### src/rtl/core/bqd_pkg.sv
// ----------------------------------------------------------------------------
// bqd_pkg
// Widths, command/status types and saturation helpers for the biquad core.
// ----------------------------------------------------------------------------
`default_nettype none

package bqd_pkg;

	localparam int SAMPLE_WIDTH    = 24;
	localparam int COEF_WIDTH      = 24;
	localparam int STATE_WIDTH     = 32;
	localparam int COEF_FRAC       = COEF_WIDTH - 2;
	localparam int PROD_WIDTH      = COEF_WIDTH + STATE_WIDTH;
	// three products plus the rounding half, or two products plus the input term, need two guard bits
	localparam int ACC_WIDTH       = PROD_WIDTH + 2;
	localparam int SUM_WIDTH       = ACC_WIDTH - COEF_FRAC;
	localparam int NUM_REGS        = 5;
	localparam int CFG_INDEX_WIDTH = $clog2(NUM_REGS);

	typedef enum logic [CFG_INDEX_WIDTH-1:0] {
		REG_FEEDBACK_ONE = CFG_INDEX_WIDTH'(0),
		REG_FEEDBACK_TWO = CFG_INDEX_WIDTH'(1),
		REG_FORWARD_ZERO = CFG_INDEX_WIDTH'(2),
		REG_FORWARD_ONE  = CFG_INDEX_WIDTH'(3),
		REG_FORWARD_TWO  = CFG_INDEX_WIDTH'(4)
	} reg_index_t;

	// multiplier operand pair
	typedef enum logic [2:0] {
		MUL_A1 = 3'd0,
		MUL_A2 = 3'd1,
		MUL_B0 = 3'd2,
		MUL_B1 = 3'd3,
		MUL_B2 = 3'd4
	} mul_sel_t;

	typedef enum logic [1:0] {
		ACC_HOLD = 2'd0,
		ACC_BASE = 2'd1,
		ACC_ADD  = 2'd2,
		ACC_HALF = 2'd3
	} acc_op_t;

	typedef struct packed {
		mul_sel_t mul_sel;
		acc_op_t  acc_op;
		logic     w_load;
		logic     y_load;
	} cmd_t;

	typedef struct packed {
		logic out_free;
	} status_t;

	typedef struct packed {
		logic signed [STATE_WIDTH-1:0] value;
		logic                          hit;
	} sat_state_t;

	typedef struct packed {
		logic signed [SAMPLE_WIDTH-1:0] value;
		logic                           hit;
	} sat_sample_t;

	function automatic sat_state_t sat_state(input logic signed [SUM_WIDTH-1:0] v);
		sat_state_t r;
		logic       fits;
		fits = (v[SUM_WIDTH-1:STATE_WIDTH-1] == '0) || (v[SUM_WIDTH-1:STATE_WIDTH-1] == '1);
		r.hit = !fits;
		if (fits) begin
			r.value = v[STATE_WIDTH-1:0];
		end else if (v[SUM_WIDTH-1]) begin
			r.value = {1'b1, {(STATE_WIDTH-1){1'b0}}};
		end else begin
			r.value = {1'b0, {(STATE_WIDTH-1){1'b1}}};
		end
		return r;
	endfunction

	function automatic sat_sample_t sat_sample(input logic signed [SUM_WIDTH-1:0] v);
		sat_sample_t r;
		logic        fits;
		fits = (v[SUM_WIDTH-1:SAMPLE_WIDTH-1] == '0) || (v[SUM_WIDTH-1:SAMPLE_WIDTH-1] == '1);
		r.hit = !fits;
		if (fits) begin
			r.value = v[SAMPLE_WIDTH-1:0];
		end else if (v[SUM_WIDTH-1]) begin
			r.value = {1'b1, {(SAMPLE_WIDTH-1){1'b0}}};
		end else begin
			r.value = {1'b0, {(SAMPLE_WIDTH-1){1'b1}}};
		end
		return r;
	endfunction

endpackage

`default_nettype wire

### src/rtl/core/bqd_ctrl.sv
// ----------------------------------------------------------------------------
// bqd_ctrl
// Sequencer: walks the five products of one sample through the shared MAC.
// ----------------------------------------------------------------------------
`default_nettype none

module bqd_ctrl import bqd_pkg::*; (
	input  wire     clk,
	input  wire     arst_n,
	input  wire     in_valid,
	output logic    in_stall,
	input  status_t status,
	output cmd_t    cmd
);

	typedef enum logic [5:0] {
		S_IDLE = 6'b000001,
		S_FB2  = 6'b000010,
		S_W    = 6'b000100,
		S_FF1  = 6'b001000,
		S_FF2  = 6'b010000,
		S_FF3  = 6'b100000
	} state_t;

	state_t state_q;
	state_t state_d;

	assign in_stall = (state_q != S_IDLE);

	always_comb begin
		state_d     = state_q;
		cmd.mul_sel = MUL_A1;
		cmd.acc_op  = ACC_HOLD;
		cmd.w_load  = 1'b0;
		cmd.y_load  = 1'b0;
		unique case (state_q)
			S_IDLE: begin
				// a1*w1 and the input term start on the accept edge
				cmd.mul_sel = MUL_A1;
				cmd.acc_op  = ACC_BASE;
				if (in_valid) state_d = S_FB2;
			end
			S_FB2: begin
				cmd.mul_sel = MUL_A2;
				cmd.acc_op  = ACC_ADD;
				state_d     = S_W;
			end
			S_W: begin
				cmd.mul_sel = MUL_B1;
				cmd.acc_op  = ACC_HALF;
				cmd.w_load  = 1'b1;
				state_d     = S_FF1;
			end
			S_FF1: begin
				cmd.mul_sel = MUL_B2;
				cmd.acc_op  = ACC_ADD;
				state_d     = S_FF2;
			end
			S_FF2: begin
				cmd.mul_sel = MUL_B0;
				cmd.acc_op  = ACC_ADD;
				state_d     = S_FF3;
			end
			S_FF3: begin
				// keep b0*w in the product register while the output is blocked
				cmd.mul_sel = MUL_B0;
				cmd.y_load  = status.out_free;
				if (status.out_free) state_d = S_IDLE;
			end
			default: begin
				state_d = S_IDLE;
			end
		endcase
	end

	always_ff @(posedge clk or negedge arst_n) begin
		if (!arst_n) begin
			state_q <= S_IDLE;
		end else begin
			state_q <= state_d;
		end
	end

endmodule

`default_nettype wire

### src/rtl/core/bqd_datapath.sv
// ----------------------------------------------------------------------------
// bqd_datapath
// Coefficient registers, delay line, shared multiplier, accumulator, output.
// ----------------------------------------------------------------------------
`default_nettype none

module bqd_datapath import bqd_pkg::*; (
	input  wire                            clk,
	input  wire                            arst_n,
	input  wire                            cfg_write_en,
	input  wire  [CFG_INDEX_WIDTH-1:0]     cfg_index,
	input  wire  [COEF_WIDTH-1:0]          cfg_data,
	input  wire  signed [SAMPLE_WIDTH-1:0] sample_in,
	input  cmd_t                           cmd,
	output status_t                        status,
	output logic                           out_valid,
	input  wire                            out_stall,
	output logic signed [SAMPLE_WIDTH-1:0] sample_out,
	output logic                           clipped
);

	localparam logic signed [ACC_WIDTH-1:0] ROUND_HALF = ACC_WIDTH'(1) << (COEF_FRAC - 1);

	logic signed [COEF_WIDTH-1:0]  a1_q, a2_q, b0_q, b1_q, b2_q;
	logic signed [STATE_WIDTH-1:0] w1_q, w2_q, w_q;
	logic                          hit_w_q;
	logic signed [PROD_WIDTH-1:0]  prod_q;
	logic signed [ACC_WIDTH-1:0]   acc_q;

	logic signed [COEF_WIDTH-1:0]  mul_coef;
	logic signed [STATE_WIDTH-1:0] mul_state;
	logic signed [ACC_WIDTH-1:0]   prod_ext;
	logic signed [ACC_WIDTH-1:0]   sum;
	logic signed [ACC_WIDTH-1:0]   base;
	logic signed [SUM_WIDTH-1:0]   sum_grid;
	sat_state_t                    w_sat;
	sat_sample_t                   y_sat;

	// configuration writes; unknown indexes are dropped
	always_ff @(posedge clk or negedge arst_n) begin
		if (!arst_n) begin
			a1_q <= '0;
			a2_q <= '0;
			b0_q <= '0;
			b1_q <= '0;
			b2_q <= '0;
		end else if (cfg_write_en) begin
			unique case (reg_index_t'(cfg_index))
				REG_FEEDBACK_ONE: a1_q <= cfg_data;
				REG_FEEDBACK_TWO: a2_q <= cfg_data;
				REG_FORWARD_ZERO: b0_q <= cfg_data;
				REG_FORWARD_ONE:  b1_q <= cfg_data;
				REG_FORWARD_TWO:  b2_q <= cfg_data;
				default: ;
			endcase
		end
	end

	always_comb begin
		unique case (cmd.mul_sel)
			MUL_A1: begin
				mul_coef  = a1_q;
				mul_state = w1_q;
			end
			MUL_A2: begin
				mul_coef  = a2_q;
				mul_state = w2_q;
			end
			MUL_B0: begin
				mul_coef  = b0_q;
				mul_state = w_q;
			end
			MUL_B1: begin
				mul_coef  = b1_q;
				mul_state = w1_q;
			end
			MUL_B2: begin
				mul_coef  = b2_q;
				mul_state = w2_q;
			end
			default: begin
				mul_coef  = '0;
				mul_state = '0;
			end
		endcase
	end

	always_ff @(posedge clk) begin
		prod_q <= PROD_WIDTH'(mul_coef) * PROD_WIDTH'(mul_state);
	end

	assign prod_ext = {{(ACC_WIDTH-PROD_WIDTH){prod_q[PROD_WIDTH-1]}}, prod_q};
	assign sum      = acc_q + prod_ext;
	// input sample lifted onto the product grid, with the rounding half folded in
	assign base     = ({{(ACC_WIDTH-SAMPLE_WIDTH){sample_in[SAMPLE_WIDTH-1]}}, sample_in}
		<<< COEF_FRAC) + ROUND_HALF;
	assign sum_grid = sum[ACC_WIDTH-1:COEF_FRAC];
	assign w_sat    = sat_state(sum_grid);
	assign y_sat    = sat_sample(sum_grid);

	always_ff @(posedge clk) begin
		case (cmd.acc_op)
			ACC_BASE: acc_q <= base;
			ACC_ADD:  acc_q <= sum;
			ACC_HALF: acc_q <= ROUND_HALF;
			default:  acc_q <= acc_q;
		endcase
		if (cmd.w_load) begin
			w_q     <= w_sat.value;
			hit_w_q <= w_sat.hit;
		end
	end

	always_ff @(posedge clk or negedge arst_n) begin
		if (!arst_n) begin
			w1_q <= '0;
			w2_q <= '0;
		end else if (cmd.y_load) begin
			w2_q <= w1_q;
			w1_q <= w_q;
		end
	end

	always_ff @(posedge clk or negedge arst_n) begin
		if (!arst_n) begin
			out_valid <= 1'b0;
		end else if (cmd.y_load) begin
			out_valid <= 1'b1;
		end else if (!out_stall) begin
			out_valid <= 1'b0;
		end
	end

	always_ff @(posedge clk) begin
		if (cmd.y_load) begin
			sample_out <= y_sat.value;
			clipped    <= hit_w_q | y_sat.hit;
		end
	end

	assign status.out_free = !out_valid || !out_stall;

endmodule

`default_nettype wire

### src/rtl/core/biquad_direct_form_two_core.sv
// ----------------------------------------------------------------------------
// biquad_direct_form_two_core
// Direct form II biquad with saturating Q9.23 state, one shared multiplier.
// ----------------------------------------------------------------------------
//  channel | signals                                   | handshake
//  --------+-------------------------------------------+------------------------
//  config  | cfg_write_en, cfg_index, cfg_data         | write on cfg_write_en
//  input   | in_valid, in_stall, sample_in             | valid && !stall
//  output  | out_valid, out_stall, sample_out, clipped | valid && !stall
//
//  The result is loaded into the output register after five MAC steps, one per
//  cycle except where the output stalls, all on a single 24x32 multiplier.
//  in_stall is high from the accept until the result is loaded into the output
//  register; a stalled output holds the last step until the register frees.
//  Reset clears coefficients, delay line and handshake state.
// ----------------------------------------------------------------------------
`default_nettype none

module biquad_direct_form_two_core import bqd_pkg::*; (
	input  wire                            clk,
	input  wire                            arst_n,
	input  wire                            cfg_write_en,
	input  wire  [CFG_INDEX_WIDTH-1:0]     cfg_index,
	input  wire  [COEF_WIDTH-1:0]          cfg_data,
	input  wire                            in_valid,
	output logic                           in_stall,
	input  wire  signed [SAMPLE_WIDTH-1:0] sample_in,
	output logic                           out_valid,
	input  wire                            out_stall,
	output logic signed [SAMPLE_WIDTH-1:0] sample_out,
	output logic                           clipped
);

	cmd_t    cmd;
	status_t status;

	bqd_ctrl u_ctrl (
		.clk      (clk),
		.arst_n   (arst_n),
		.in_valid (in_valid),
		.in_stall (in_stall),
		.status   (status),
		.cmd      (cmd)
	);

	bqd_datapath u_datapath (
		.clk          (clk),
		.arst_n       (arst_n),
		.cfg_write_en (cfg_write_en),
		.cfg_index    (cfg_index),
		.cfg_data     (cfg_data),
		.sample_in    (sample_in),
		.cmd          (cmd),
		.status       (status),
		.out_valid    (out_valid),
		.out_stall    (out_stall),
		.sample_out   (sample_out),
		.clipped      (clipped)
	);

endmodule

`default_nettype wire

### config.mk
export PLATFORM = sky130hd
export DESIGN_NAME = biquad_direct_form_two_core
export DESIGN_NICKNAME = d
export VERILOG_FILES = /design/src/rtl/core/bqd_pkg.sv /design/src/rtl/core/bqd_ctrl.sv /design/src/rtl/core/bqd_datapath.sv /design/src/rtl/core/biquad_direct_form_two_core.sv
export SDC_FILE = /design/constraint.sdc
export NUM_CORES = 2
export LEC_CHECK = 0
export ABC_CLOCK_PERIOD_IN_PS = 11250
export CAP_MARGIN = 0
export CORE_MARGIN = 3
export CORE_UTILIZATION = 65
export CTS_CLUSTER_DIAMETER = 100
export DETAILED_ROUTE_END_ITERATION = 6
export DONT_BUFFER_PORTS = 1
export PLACE_DENSITY = 0.89
export SYNTH_ARGS = -nofsm -noshare
export SYNTH_HDL_FRONTEND = slang
export SYNTH_SLANG_ARGS = --single-unit
### constraint.sdc
create_clock -name clk -period 11.25 [get_ports clk]
set_clock_uncertainty 0.15 [all_clocks]
set_input_delay 1.6875 -clock clk [delete_from_list [all_inputs] [get_ports clk]]
set_output_delay 1.6875 -clock clk [all_outputs]
set_load 0.1 [all_outputs]
==> results_dict.tcl <==
set metrics [dict create \
    slowest_delay_ns 0.77 \
    startpoint_type "flip-flop" \
    ctsResizeCount 0 \
    fp-row-count 94 \
    drt_wl_total_mm 126 \
    cp.arrival_ns 10.82 \
    die-area_um2 70500 \
    track_usage_pct 36.9 \
    cts_hold_buf 0 \
    cts_buffers 31 \
    clkLatencyLatePin_ns 0.61 \
    netlist_top_cells_area "fa_1, dfrtp_1, edfxtp_1" \
    worstPathRequired_ns 11.55 \
    tightest_slew_ns 1.15 \
    syn_area_um2 43800 \
    routabilityCongestion 1.04 \
    fin_crit_ns 10.52 \
    vias 33529 \
    grt_pass1_vias 36256 \
    die_h_um 266 \
    p_per_area_nw_per_um2 247 \
    layout-drive-gt1-share_pct 7.42 \
    crit_fanout 34 \
    setup_viol 0 \
    grt.overflow.total 0 \
    drc 0 \
    finalHoldViolCount 0 \
    syn_inst 4630 \
    dr.pass1.iters 6 \
    syn_area_per_cell_um2 9.46 \
    power_leakage_nw 22.3 \
    area.growth.synth_to_final_pct 4.52 \
    portBuffers 0 \
    wl_per_cell_um 23.3 \
    synth_fp_nets 5677 \
    synth_top_area_share_pct 35.9 \
    place_ws_ns 1.15 \
    setup_slack_ns 0.732 \
    clkSlewWorstSetupHoldPaths_ns 0.08 \
    maxSlewHeadroom_pct 23.1 \
    period_share_pct 93.5 \
    cts_tree "done" \
    maxCapViolCount 0 \
    synth_edf_count 116 \
    place_hpwl_mm 98.1 \
    yosys_register_bits 363 \
    cts_max_path_buffers 3 \
    synth_seq_area_share_pct 21.4 \
    status "finished clean" \
    rrSetupSlack_ns 0.73 \
    fill_cells 4731 \
    die_w_um 266 \
    cts_root_buf "clkbuf_16" \
    first_iter_violations 3894 \
    ys_warn_count 0 \
    fin_setup_tns_ns 0 \
    synth_top_cell_by_area "fa_1" \
    irDropWorstVdd_mv 0.309 \
    whs_ns 0.330 \
    detail-route-antenna-nets 0 \
    start_util_pct 66.1 \
    drv_slew 0 \
    cp_common_cell "fa_1" \
    synthArstFlopShare_pct 52.6 \
    hold_path_class "reg2reg" \
    cpMaxStageDelayCell "or2_2" \
    grt_setup_unrepaired "no" \
    grt_first_pass_wirelength_mm 199 \
    endpoint_kind "flip-flop" \
    drt-vias-per-instance 6.18 \
    synth.most_common_cell "nand2_1" \
    clock-sinks 363 \
    io_pins 83 \
    cts.htree.levels 1 \
    cts_setup_buffers 0 \
    core_area_um2 66200 \
    fmax_mhz 95.1 \
    multi_input_area_um2 30400 \
    path_class "reg2reg" \
    ys.flop_type "dfrtp_1" \
    synth_common_cells "nand2_1, inv_1, fa_1" \
    grt_antenna_before_repair 6 \
    fin_nets 5578 \
    grt_max_degree 192 \
    seq_area_um2 9390 \
    ys_types 87 \
]
[cells in the final DEF (no fill, tap or decap), types with 12 or more instances in the layout]
cell and n:
nand2_1 861, inv_1 845, fa_1 784, nor2_1 348, ha_1 207, dfrtp_1 190, o21ai_0 125, mux2_2 121
edfxtp_1 116, a21oi_1 111, buf_4 91, xnor2_1 76, nand3_1 59, and2_1 59, dfxtp_1 56, a22oi_1 46
a21o_1 46, xor2_1 40, clkbuf_16 33, nand4_1 24, o21ai_2 22, nand2b_1 19, a221o_1 18, o21bai_1 17
nor3_1 15, nor2b_1 12, and3_1 12
[routing by layer]
metal  share of wire [%]  vias to the layer above  track usage (%)  wire [µm]
li1                    -                    14113                -          -
met1                  33                    16670             43.3      41800
met2                  47                     2062             59.4      59100
met3                  11                      676             9.59      14200
met4                 8.9                        8             26.4      11300
met5               0.043                        -                0         55
[cell type report]
type                            count  area share (%)
Timing Repair Buffer               92            1.54
Antenna cell                        3          0.0164
Clock buffer                       50            2.14
Multi-Input combinational cell   3196            66.3
Inverter                          847            6.95
Tap cell                          864            2.36
Sequential cell                   363            20.5
Clock inverter                      8           0.145
[sequential cells by signal (all words and copies together) (netlist names), 6 cells and up]
signal and cells:
u_ctrl.state_q 6, u_datapath.a1_q 24, u_datapath.a2_q 24, u_datapath.acc_q 58, u_datapath.b0_q 24, u_datapath.b1_q 24, u_datapath.b2_q 24, u_datapath.prod_q 56
u_datapath.sample_out 24, u_datapath.w1_q 32, u_datapath.w2_q 32, u_datapath.w_q 32
[where the power goes]
group / internal (mW) / leakage, nW / switching [mW]
sequential: 1.94 / 3.99 / 0.206
clock: 0.599 / 0.516 / 0.507
combinational: 2.71 / 17.8 / 5.32
total: 5.25 / 22.3 / 6.04
[kinds of logic after synthesis]
kind of cell    count (synthesis)  share of synthesized area [%]
flops                         363                           21.4
simple gates                 1461                           13.9
xor+xnor                      116                           2.32
buf+inv                      1071                           9.60
compound gates                504                           7.78
fa+ha+maj                     991                           41.8
mux                           124                           3.18
[worst paths after layout]
path,cells after the start,to,start
setup / recovery,28,u_datapath.prod_q[51]$_DFF_P_,u_ctrl.state_q[4]$_DFFE_PN0P_
hold / removal,2,u_datapath.w2_q[14]$_DFFE_PN0P_,u_datapath.w2_q[14]$_DFFE_PN0P_
setup reg to reg,28,u_datapath.prod_q[51]$_DFF_P_,u_ctrl.state_q[4]$_DFFE_PN0P_
hold reg to reg,2,u_datapath.w2_q[14]$_DFFE_PN0P_,u_datapath.w2_q[14]$_DFFE_PN0P_
max in group asynchronous,0,u_ctrl.state_q[0]$_DFFE_PN1P_,arst_n
min in group asynchronous,0,u_datapath.a1_q[18]$_DFFE_PN0P_,arst_n
[per-stage QoR]
step | area (µm²) | std cells | power (mW) | utilization, %
detailed placement | 44700 | 5362 | 9.87 | 67.5
global placement | 44700 | 5362 | 9.63 | 67.5
finish | 45800 | 5423 | 11.3 | 69.1
floorplan | 43800 | 4630 | 7.47 | -
CTS | 45700 | 5420 | 11.0 | 69.1
global route | 45700 | 5420 | 11.9 | 69.1
[critical path: cells and delay by family, from the launching register on]
family                     cells  cell delay [ns]
xor gates and xnor gates       1             0.33
DFF                            1             0.45
AOI/OAI and AO/OA             10             2.74
and+or+nand+nor                6             2.62
buffers and inverters          3             0.14
adders and majority gates      8             3.90
Power figures use the tool's default switching activity.
